<file path="config.mk">
export PLATFORM = sky130hd
export DESIGN_NAME = sem_magnitude
export DESIGN_NICKNAME = d
export VERILOG_FILES = /design/src/sem_pkg.sv /design/src/sem_magnitude.sv
export SDC_FILE = /design/constraint.sdc
export NUM_CORES = 1
export LEC_CHECK = 0
export BUFFER_PORTS_ARGS = -buffer_cell sky130_fd_sc_hd__buf_2
export CORE_MARGIN = 3
export CORE_UTILIZATION = 50
export CTS_BUF_LIST = sky130_fd_sc_hd__clkbuf_16
export DETAILED_ROUTE_END_ITERATION = 8
export PLACE_DENSITY = 0.71
export SKIP_CTS_REPAIR_TIMING = 1
export SLEW_MARGIN = 20
export SYNTH_ARGS = -nofsm -noshare
export SYNTH_HDL_FRONTEND = slang
export SYNTH_SLANG_ARGS = --single-unit
</file>
<file path="constraint.sdc">
create_clock -name clk -period 8.9 [get_ports clk]
set_input_delay 1.335 -clock clk [delete_from_list [all_inputs] [get_ports clk]]
set_output_delay 1.335 -clock clk [all_outputs]
set_load 0.005 [all_outputs]
</file>
<file path="src/sem_pkg.sv">
package sem_pkg;

  // Configuration register indexes.
  localparam logic [1:0] REG_BINARY_MODE    = 2'd0;
  localparam logic [1:0] REG_EDGE_THRESHOLD = 2'd1;
  localparam logic [1:0] REG_IMAGE_WIDTH    = 2'd2;
  localparam logic [1:0] REG_IMAGE_HEIGHT   = 2'd3;

  // Item kinds carried on s_tuser.
  localparam logic REQ_PIXEL = 1'b0;
  localparam logic REQ_FLUSH = 1'b1;

  localparam logic [10:0] EDGE_ON  = 11'd255;
  localparam logic [10:0] EDGE_OFF = 11'd0;

  localparam logic [10:0] RST_THRESHOLD = 11'd128;
  localparam logic [10:0] RST_WIDTH     = 11'd640;
  localparam logic [12:0] RST_HEIGHT    = 13'd480;

  // Magnitude operands and square-root datapath widths.
  localparam int GRAD_W = 11;
  localparam int SQ_W   = 20;
  localparam int ROOT_W = 22;
  localparam int MAG_W  = 11;

  typedef logic signed [GRAD_W-1:0] grad_t;
  typedef logic [MAG_W-1:0] mag_t;

  typedef enum logic [2:0] {
    ST_IDLE,
    ST_UPDATE,
    ST_GRAD,
    ST_MAG,
    ST_EMIT
  } top_state_t;

  typedef enum logic [2:0] {
    M_IDLE,
    M_SQ,
    M_SUM,
    M_ROOT,
    M_ROUND
  } mag_state_t;

endpackage

</file>
<file path="src/sem_magnitude.sv">
module sem_magnitude (
  input  logic           clk,
  input  logic           rst,
  input  logic           start,
  input  sem_pkg::grad_t gx,
  input  sem_pkg::grad_t gy,
  output logic           done,
  output sem_pkg::mag_t  mag
);

  sem_pkg::mag_state_t state, state_next;

  sem_pkg::grad_t gx_r, gy_r;
  logic [sem_pkg::SQ_W-1:0] sqx, sqy;
  logic [sem_pkg::ROOT_W-1:0] rem, res, rbit;
  logic signed [2*sem_pkg::GRAD_W-1:0] px, py;
  logic [sem_pkg::ROOT_W-1:0] trial;
  logic take;

  assign px    = gx_r * gx_r;
  assign py    = gy_r * gy_r;
  assign trial = res + rbit;
  assign take  = rem >= trial;

  always_comb begin
    state_next = state;
    unique case (state)
      sem_pkg::M_IDLE:  if (start) state_next = sem_pkg::M_SQ;
      sem_pkg::M_SQ:    state_next = sem_pkg::M_SUM;
      sem_pkg::M_SUM:   state_next = sem_pkg::M_ROOT;
      sem_pkg::M_ROOT:  if (rbit[0]) state_next = sem_pkg::M_ROUND;
      sem_pkg::M_ROUND: state_next = sem_pkg::M_IDLE;
      default:          state_next = sem_pkg::M_IDLE;
    endcase
  end

  // After the iteration rem holds s - r*r; round to nearest when it exceeds r.
  always_comb begin
    done = (state == sem_pkg::M_ROUND);
    if (rem > res) begin
      mag = sem_pkg::MAG_W'(res + sem_pkg::ROOT_W'(1));
    end else begin
      mag = sem_pkg::MAG_W'(res);
    end
  end

  always_ff @(posedge clk) begin
    if (rst) begin
      state <= sem_pkg::M_IDLE;
    end else begin
      state <= state_next;
    end
  end

  always_ff @(posedge clk) begin
    unique case (state)
      sem_pkg::M_IDLE: begin
        if (start) begin
          gx_r <= gx;
          gy_r <= gy;
        end
      end
      sem_pkg::M_SQ: begin
        sqx <= px[sem_pkg::SQ_W-1:0];
        sqy <= py[sem_pkg::SQ_W-1:0];
      end
      sem_pkg::M_SUM: begin
        rem  <= sem_pkg::ROOT_W'(sqx) + sem_pkg::ROOT_W'(sqy);
        res  <= '0;
        // Largest power of four that can fit the sum of two squares.
        rbit <= sem_pkg::ROOT_W'(1) << (sem_pkg::ROOT_W - 2);
      end
      sem_pkg::M_ROOT: begin
        if (take) begin
          rem <= rem - trial;
          res <= (res >> 1) + rbit;
        end else begin
          res <= res >> 1;
        end
        rbit <= rbit >> 2;
      end
      sem_pkg::M_ROUND: begin
      end
      default: begin
      end
    endcase
  end

endmodule

</file>
==> metrics.md, run 1 <==
| Metric | Value |
|---|---|
| Status | `complete, no violations` |
| Fin cells | `2005` |
| Post-synthesis instance area | `15500 um2` |
| DR vias | `10800` |
| Synth area leaders | `fa_1 (25%), edfxtp_1 (22%), ha_1 (14%)` |
| Vias/cell | `5.39` |
| Fillers | `2673` |
| Final setup skew | `0.0208 ns` |
| Placer Congestion | `0.880` |
| Core ar. | `30100 um2` |
| Pleak | `7.55 nW` |
| Cell row count | `63` |
| Period Utilization, post-route | `0.632` |
| Total Neg Setup Slack | `0 ns` |
| Placement Cell Area | `16100 um2` |
| Yosys cell types | `67` |
| Syn Nets | `1965` |
| CP Launch Type | `flop` |
| Number of synthesized register bits | `118` |
| Gr usage total | `0.196` |
| Syn avg cell area | `9.83 um2` |
| Initial antenna violation count | `0` |
| Sequential fraction of the synthesis area | `0.227` |
| CP Class | `reg2reg` |
| Via count of the first global-routing pass | `11400` |
| DR pass1 iterations | `5` |
| Number of diodes | `0` |
| Register area | `3510 um2` |
| Clk Latency, worst-skew pair | `0.43 ns` |
| First-pass GRT wire length | `53000 um` |
| Die Span X | `182 um` |
| Most used DFF post-synth | `edfxtp_1` |
| Post-route cell area | `16600 um2` |
| Total chip power | `6.84 mW` |
| Reg2Reg Depth | `17` |
| Pin slew with the least headroom to its limit | `0.991 ns` |
| Final hold vios | `0` |
| Worst VDD drop | `0.349 mV` |
| GRT overflow | `0` |
| Max Slew Vio Count | `0` |
| Hold Crit Class | `reg2reg` |
| Final WL | `31200 um` |
| Max-cap viol count | `0` |
| RR Startpoint | `gy_r[2]` |
| Synth top area share | `0.248` |
| Worst-path clk slew | `0.06 ns` |
| I/O pin count | `37` |
| Dpl ws | `3.28 ns` |
| Input/output buffers | `36` |
| Critical Path End | `sqy[19]` |
| Area leader, netlist | `fa_1` |
| Placed Instances | `1972` |
| Largest net degree at the start of global routing | `47` |
| H-tree depth | `4` |
| Minimum clock period | `5.62 ns` |
| Worst path arrival time | `5.78 ns` |
| Die H | `182 um` |
| EDFF count, synth | `115` |
| Multi-input gate area | `10800 um2` |
| Share of layout cells above drive strength 1 | `0.0693` |
| Commonest cells post-synth | `inv_1 (281), fa_1 (192), ha_1 (171), edfxtp_1 (115), nand2_1 (110)` |
| Clk Tree Root Cell | `clkbuf_16` |
| DRC viols | `0` |
| CTS sink cnt | `118` |
| CP Capture Type | `flop` |
| F_max | `0.178 GHz` |
| Final Setup Violations | `0` |
| Cells after synthesis | `1577` |
| Iteration-0 DRC Markers | `635` |
| Initial Utilization | `0.515` |
| Antenna Nets Post-Route | `0` |
| CTS tree | `built` |
| Critical path required time | `9.06 ns` |
| Wire length per cell | `15.6 um` |
| Rel. slew slack | `0.340` |
| WHS Path Cells | `1` |
| Final WS setup | `3.28 ns` |
| Top-count cell post-synth | `inv_1` |
| RSZ-0062 raised after global routing | `no` |
| Max clock buf depth | `2` |
| Syn. warnings | `0` |
| Die ar. | `33100 um2` |
| Dpl hpwl | `25400 um` |
| Async SR Flop Fraction | `0` |
| TritonCTS Buffers | `17` |
| Worst setup startpoint | `gy_r[2]` |
| Power per cell area | `412 nW/um2` |
| Worst Path Max Fanout | `14` |
| Critical R2R Capture | `sqy[19]` |
| Nets | `1990` |
| Reg2reg setup slack | `3.28 ns` |
| Area grow syn2layout | `7.30%` |
[state kept, by name (all words and copies together), names as in the netlist]
| name | count |
|---|---|
| rem | 22 |
| rbit | 11 |
| res | 22 |
| gy_r | 11 |
| sqx | 19 |
| gx_r | 11 |
| state | 3 |
| sqy | 19 |
[how the worst min path moves through the flow]
stage	start	to	slack [ns]
final	state[1]	state[1]	0.62
after global routing	rbit[4]	rbit[2]	0.66
after CTS	state[1]	state[1]	0.63
after detailed placement	state[1]	state[1]	0.60
after global placement	state[1]	state[1]	0.56
after floorplan	gy_r[0]	sqy[0]	0.48
[where the power goes]
part / internal [mW] / leakage (nW) / switching [mW]
combinational: 2.29 / 6.18 / 2.77
clock: 0.379 / 0.266 / 0.268
sequential: 1.03 / 1.10 / 0.101
[logic make-up (layout without fill, tap and decap cells)]
| kind of cell | count (synthesis) | in the layout | share of synthesized area |
|---|---|---|---|
| DFF | 118 | 118 | 0.227 |
| muxes | 4 | 4 | 0.00266 |
| buffers and inverters | 321 | 359 | 0.0792 |
| AOI/OAI and AO/OA | 242 | 242 | 0.108 |
| adders and majority gates | 363 | 363 | 0.386 |
| xor gates and xnor gates | 130 | 130 | 0.0735 |
| and+or+nand+nor | 399 | 399 | 0.124 |
[placed cells by master, fill, tap and decap left out, drive strengths merged, types with 9 or more instances in the layout]
master / count
a211oi: 22
a21o: 21
a21oi: 72
a31oi: 22
and2: 57
and3: 15
buf: 43
clkbuf: 17
edfxtp: 115
fa: 192
ha: 171
inv: 287
nand2: 112
nand2b: 11
nand3: 20
nand4: 11
nor2: 106
nor2b: 15
nor3: 26
o211ai: 9
o21ai: 47
or3: 9
xnor2: 98
xor2: 32
[metal layers]
layer / part of all wire / GRT usage
met5: 0 / 0
met2: 0.52 / 0.349
met3: 0.030 / 0.0237
met1: 0.42 / 0.242
met4: 0.038 / 0.0823
[area by class of cell]
class,count,area share
multi-input combinational,1138,0.648
sequential,118,0.211
inverter,284,0.0641
tap,390,0.0293
clock buffer,17,0.0256
timing repair buffer,43,0.0142
clock inverter,15,0.00722
[worst max-delay path, cell delays in order (launching register included)]
cell      delay (ns)
edfxtp_1        0.60
nand2b_1        0.27
fa_1            0.55
inv_1           0.06
fa_1            0.51
fa_1            0.53
fa_1            0.56
inv_1           0.06
fa_1            0.52
inv_1           0.04
ha_1            0.35
and2_1          0.18
a31o_2          0.21
a41o_1          0.24
o41ai_4         0.29
o21ai_1         0.12
a21oi_1         0.18
xnor2_1         0.09
[metrics by stage]
step                hold WS, ns  utilization
finish                    0.624        0.552
global route              0.657        0.552
CTS                       0.632        0.552
detailed placement        0.599        0.534
global placement          0.562        0.534
floorplan                 0.477            -
Power figures use the tool's default switching activity.
==> inputs of run 2 (changes only) <==
--- a/config.mk
+++ b/config.mk
@@ -10,7 +10,7 @@
 export CORE_UTILIZATION = 50
 export CTS_BUF_LIST = sky130_fd_sc_hd__clkbuf_16
 export DETAILED_ROUTE_END_ITERATION = 8
-export PLACE_DENSITY = 0.71
+export PLACE_DENSITY = 0.74
 export SKIP_CTS_REPAIR_TIMING = 1
 export SLEW_MARGIN = 20
 export SYNTH_ARGS = -nofsm -noshare
==> constraint.sdc (replaced) <==
create_clock -name clk -period 5 [get_ports clk]
set_input_delay 0.75 -clock clk [delete_from_list [all_inputs] [get_ports clk]]
set_output_delay 0.75 -clock clk [all_outputs]
set_load 0.005 [all_outputs]
==> run 2 against run 1 <==
The flow now finishes with violations (setup timing). Sequential share of layout area is 1.8 points lower. Wire length increased by 9.5%. Global-route usage increased by 1.1 points. Cell area is 9.4% higher. Sequential cell count did not move. Core utilization grew 5.2 points. Non-clock buffer count increased by 147. Fmax grew 6.4%. Die area stayed put. First-iteration DRC count fell by 19%. Largest cell class unchanged.
==> metrics.md, run 2 (synthesis gave the netlist of run 1 again) <==
| Metric | Value |
|---|---|
| Minimum clock period | `5.29 ns` |
| Most frequent cells in the layout | `inv_1 (269), fa_1 (189), ha_1 (158)` |
| Max clock buf depth | `2` |
| Most common cell after layout, fill and taps aside | `inv_1` |
| Wire length per cell | `15.9 um` |
| Most frequent cell on the critical path | `fa_1` |
| CTS tree | `built` |
| Rel. slew slack | `0.450` |
| F_max | `0.189 GHz` |
| Die ar. | `33100 um2` |
| TritonCTS Buffers | `17` |
| Worst-path clk slew | `0.06 ns` |
| Max Slew Vio Count | `0` |
| Cell chain of the critical path | `buf_6 -> nand2_4 -> fa_1 -> inv_2 -> fa_1 -> inv_2 -> fa_1 -> inv_1 -> fa_1 -> fa_1 -> ha_4 -> or2_4 -> o31a_1 -> o41a_1 -> a41o_1 -> o41ai_4 -> o21ai_1 -> a21oi_2 -> xnor2_1` |
| Area grow syn2layout | `17.4%` |
| Final Setup Violations | `4` |
| CP Capture Type | `flop` |
| CP Launch Type | `flop` |
| CTS sink cnt | `118` |
| Hold Crit Class | `in2reg` |
| Period Utilization, post-route | `1.06` |
| Final setup skew | `0.00785 ns` |
| CP Class | `reg2reg` |
| Failing checks | `setup timing` |
| Largest net degree at the start of global routing | `47` |
| Initial antenna violation count | `0` |
| Clk Tree Root Cell | `clkbuf_16` |
| Nets | `2137` |
| Worst path arrival time | `5.45 ns` |
| Gr usage total | `0.207` |
| Final hold vios | `0` |
| Critical path required time | `5.16 ns` |
| DR vias | `11500` |
| GRT overflow | `0` |
| Status | `finished, violations left` |
| Crit-path max cell delay | `0.55 ns` |
| Total Neg Setup Slack | `-0.712 ns` |
| Placer Congestion | `0.939` |
| Iteration-0 DRC Markers | `514` |
| Via count of the first global-routing pass | `12200` |
| DR pass1 iterations | `5` |
| I/O pin count | `37` |
| Critical-path top delay cell | `fa_1` |
| Input/output buffers | `36` |
| Cell row count | `63` |
| RSZ-0062 raised after global routing | `yes` |
| Die Span X | `182 um` |
| Core ar. | `30100 um2` |
| Fillers | `2468` |
| Biggest regs | `rem (22), res (22)` |
| Pin slew with the least headroom to its limit | `0.825 ns` |
| Die H | `182 um` |
| Final WL | `34200 um` |
| H-tree depth | `4` |
| Share of layout cells above drive strength 1 | `0.187` |
| Initial Utilization | `0.515` |
| Worst Path Max Fanout | `4` |
| Max-cap viol count | `0` |
| Clk Latency, worst-skew pair | `0.43 ns` |
| Vias/cell | `5.34` |
| Number of diodes | `0` |
| Final WS setup | `-0.286 ns` |
| DRC viols | `0` |
| Antenna Nets Post-Route | `0` |
| Dpl hpwl | `27200 um` |
| First-pass GRT wire length | `56300 um` |
-- run 2: cell count changes in the layout (fill, tap and decap cells not counted), sizes merged --
| cell | delta |
|---|---|
| buf | +147 |
| clkinvlp | -1 |
| bufinv | +2 |
| inv | +1 |
| clkinv | -2 |
-- run 2: stage by stage --
| step | instance area (um2) | setup WS, ns | hold slack (ns) | cells | util |
|---|---|---|---|---|---|
| floorplan | 15600 | -0.0312 | 0.477 | 1577 | - |
| global placement | 17000 | -0.112 | 0.571 | 2087 | 0.565 |
| detailed placement | 17000 | -0.322 | 0.577 | 2087 | 0.565 |
| CTS | 17600 | -0.360 | 0.477 | 2119 | 0.585 |
| global route | 18200 | -0.518 | 0.483 | 2152 | 0.604 |
| finish | 18200 | -0.286 | 0.489 | 2152 | 0.604 |
-- run 2: final cells by class --
class / count / area [um2] / share of cell area
multi-input combinational: 1138 / 11100 / 0.612
tap: 390 / 488 / 0.0268
sequential: 118 / 3510 / 0.193
timing repair buffer: 190 / 1380 / 0.0759
clock buffer: 17 / 425 / 0.0234
clock inverter: 15 / 178 / 0.00977
inverter: 284 / 1070 / 0.0587
-- run 2: metal layers --
| metal | vias to the layer above | global-route usage | routed length [um] |
|---|---|---|---|
| met3 | 72 | 0.0275 | 1020 |
| met5 | - | 0 | 0 |
| li1 | 5550 | - | - |
| met2 | 216 | 0.381 | 18200 |
| met1 | 5661 | 0.248 | 13900 |
| met4 | 0 | 0.0737 | 1090 |
-- run 2: final timing paths --
path              startpoint  slack [ns]        to  cells past startpoint
setup reg to reg     gy_r[4]       -0.29   sqy[19]                     19
setup / recovery     gy_r[4]       -0.29   sqy[19]                     19
hold reg to reg     state[1]        0.59  state[1]                      1
hold / removal           rst        0.49  state[2]                      2
-- run 2: worst max-delay path, delay by kind of cell (launching register included) --
family                     cells  cell delay [ns]
adders and majority gates      6             2.79
AOI/OAI and AO/OA              6             1.12
DFF                            1             0.44
buffers and inverters          4             0.27
and+or+nand+nor                2             0.27
xor gates and xnor gates       1             0.11
Power of run 2 is left out: the tool's default activity adds up to more than one toggle a clock period on the data nets, which glitch-free logic cannot reach.
==> inputs of run 3 (changes only) <==
--- a/config.mk
+++ b/config.mk
@@ -11,6 +11,7 @@
 export CTS_BUF_LIST = sky130_fd_sc_hd__clkbuf_16
 export DETAILED_ROUTE_END_ITERATION = 8
 export PLACE_DENSITY = 0.74
+export SETUP_SLACK_MARGIN = 0.15
 export SKIP_CTS_REPAIR_TIMING = 1
 export SLEW_MARGIN = 20
 export SYNTH_ARGS = -nofsm -noshare
==> run 3 against run 2 <==
The flow still finishes with violations (setup timing). Critical path depth unchanged. Worst setup slack worse by 0.11 ns. Via count rose by 0.94%. Count of clock-buffer cells in the layout unchanged. Fmax shrank 2.0%. Hold slack got worse by 0.0043 ns. Wire length is 1.5% higher. Non-clock buffer count is 3 lower. Final cell count decreased by 0.14%. Global-route usage grew 0.39 points. Core utilization grew 0.21 points. Register-to-register slack worse by 0.11 ns.
==> metrics.md, run 3 (synthesis gave the netlist of run 1 again) <==
| Metric | Value |
|---|---|
| Critical-path top delay cell | `fa_1` |
| First-pass GRT wire length | `57200 um` |
| CP Capture Type | `flop` |
| Cell row count | `63` |
| DRC viols | `0` |
| Final WS setup | `-0.396 ns` |
| Placed Instances | `2090` |
| Period Utilization, post-route | `1.08` |
| Share of layout cells above drive strength 1 | `0.186` |
| Worst path arrival time | `5.58 ns` |
| Biggest regs | `rem (22), res (22)` |
| Initial Utilization | `0.515` |
| Die Span X | `182 um` |
| Worst Path Buf+Inv | `5` |
| Vias/cell | `5.40` |
| Worst-path clk slew | `0.06 ns` |
| Failing checks | `setup timing` |
| CP Class | `reg2reg` |
| Wire length per cell | `16.1 um` |
| DR vias | `11600` |
| Rel. slew slack | `0.464` |
| Initial antenna violation count | `0` |
| Clk Latency, worst-skew pair | `0.43 ns` |
| Nets | `2134` |
| CP top delay family | `adder cells` |
| Max Slew Vio Count | `0` |
| TritonCTS Buffers | `17` |
| Final hold vios | `0` |
| Hold Crit Class | `in2reg` |
| Critical path required time | `5.18 ns` |
| Via count of the first global-routing pass | `12300` |
| Final setup skew | `0.00648 ns` |
| I/O pin count | `37` |
| Hold WS | `0.485 ns` |
| Antenna Nets Post-Route | `0` |
| Most frequent cells in the layout | `inv_1 (270), fa_1 (189), ha_1 (157)` |
| Max clock buf depth | `2` |
| Final Setup Violations | `5` |
| Status | `finished, violations left` |
| Fin cells | `2149` |
| Largest net degree at the start of global routing | `47` |
| Cell chain of the critical path | `buf_6 -> buf_4 -> nand2_2 -> fa_1 -> inv_1 -> fa_1 -> fa_1 -> fa_1 -> inv_1 -> fa_1 -> inv_1 -> ha_4 -> and2_1 -> a31o_2 -> a41o_1 -> o41ai_4 -> o21ai_1 -> a21oi_2 -> xnor2_1` |
| Most frequent cell on the critical path | `fa_1` |
| Die H | `182 um` |
| CP Launch Type | `flop` |
| Die ar. | `33100 um2` |
| H-tree depth | `4` |
| Input/output buffers | `36` |
| Fillers | `2441` |
| Iteration-0 DRC Markers | `552` |
| DR pass1 iterations | `5` |
| Final WL | `34700 um` |
| Pin slew with the least headroom to its limit | `0.803 ns` |
| Clk Tree Root Cell | `clkbuf_16` |
| Minimum clock period | `5.40 ns` |
| CTS sink cnt | `118` |
| Max-cap viol count | `0` |
| F_max | `0.185 GHz` |
| Gr usage total | `0.211` |
| GRT overflow | `0` |
| Placer Congestion | `0.880` |
| Area grow syn2layout | `17.8%` |
| Dpl hpwl | `26900 um` |
| Number of diodes | `0` |
| Core ar. | `30100 um2` |
| Crit-path max cell delay | `0.57 ns` |
| RSZ-0062 raised after global routing | `yes` |
| Worst Path Max Fanout | `4` |
| Most common cell after layout, fill and taps aside | `inv_1` |
| CTS tree | `built` |
==> run 3: cell types whose count changed in the layout (fill, tap and decap cells not counted), moves of 2 or more <==
cell       before  now
clkinv_1        1    3
o21ai_2         4    2
inv_6           3    1
ha_4           12   14
clkinv_4        3    1
buf_4         147  143
nor3_2          1    3
nor3_1         23   21
bufinv_16       3    5
==> run 3: final cells by class <==
cell class / count / area, um2 / area share
multi-input combinational: 1138 / 11200 / 0.613
sequential: 118 / 3510 / 0.192
timing repair buffer: 187 / 1360 / 0.0746
inverter: 284 / 1070 / 0.0585
tap: 390 / 488 / 0.0267
clock buffer: 17 / 425 / 0.0233
clock inverter: 15 / 210 / 0.0115
==> run 3: final timing paths <==
path                              start  depth (start not counted)  slack [ns]        to
worst max-delay path            gy_r[2]                         19       -0.40   sqy[19]
worst min-delay path                rst                          2        0.48  state[2]
worst max register to register  gy_r[2]                         19       -0.40   sqy[19]
worst min register to register  rbit[4]                          1        0.63   rbit[2]
==> run 3: per-stage QoR <==
stage	utilization	setup TNS [ns]	worst slack (ns)	instance area [um2]
3_5_place_dp	0.567	-0.640	-0.189	17100
6_report	0.606	-1.12	-0.396	18300
3_3_place_gp	0.567	-0.195	-0.106	17100
4_1_cts	0.588	-0.995	-0.210	17700
5_1_grt	0.606	-2.19	-0.508	18300
2_1_floorplan	-	-0.0312	-0.0312	15600
==> run 3: worst reg2reg max path, cell delays in order (launching register included) <==
cell and delay (ns):
edfxtp_1 0.38, buf_6 0.13, buf_4 0.10, nand2_2 0.06, fa_1 0.57, inv_1 0.06, fa_1 0.46, fa_1 0.50
fa_1 0.50, inv_1 0.06, fa_1 0.52, inv_1 0.06, ha_4 0.25, and2_1 0.15, a31o_2 0.22, a41o_1 0.25
o41ai_4 0.44, o21ai_1 0.16, a21oi_2 0.18, xnor2_1 0.10
==> run 3: routing by layer <==
layer | part of all wire | routed length (um) | GRT usage
met5 | 0 | 0 | 0
met4 | 0.031 | 1070 | 0.0801
met3 | 0.033 | 1150 | 0.0299
met2 | 0.53 | 18200 | 0.383
met1 | 0.41 | 14200 | 0.253
Power of run 3 is left out for the same reason.
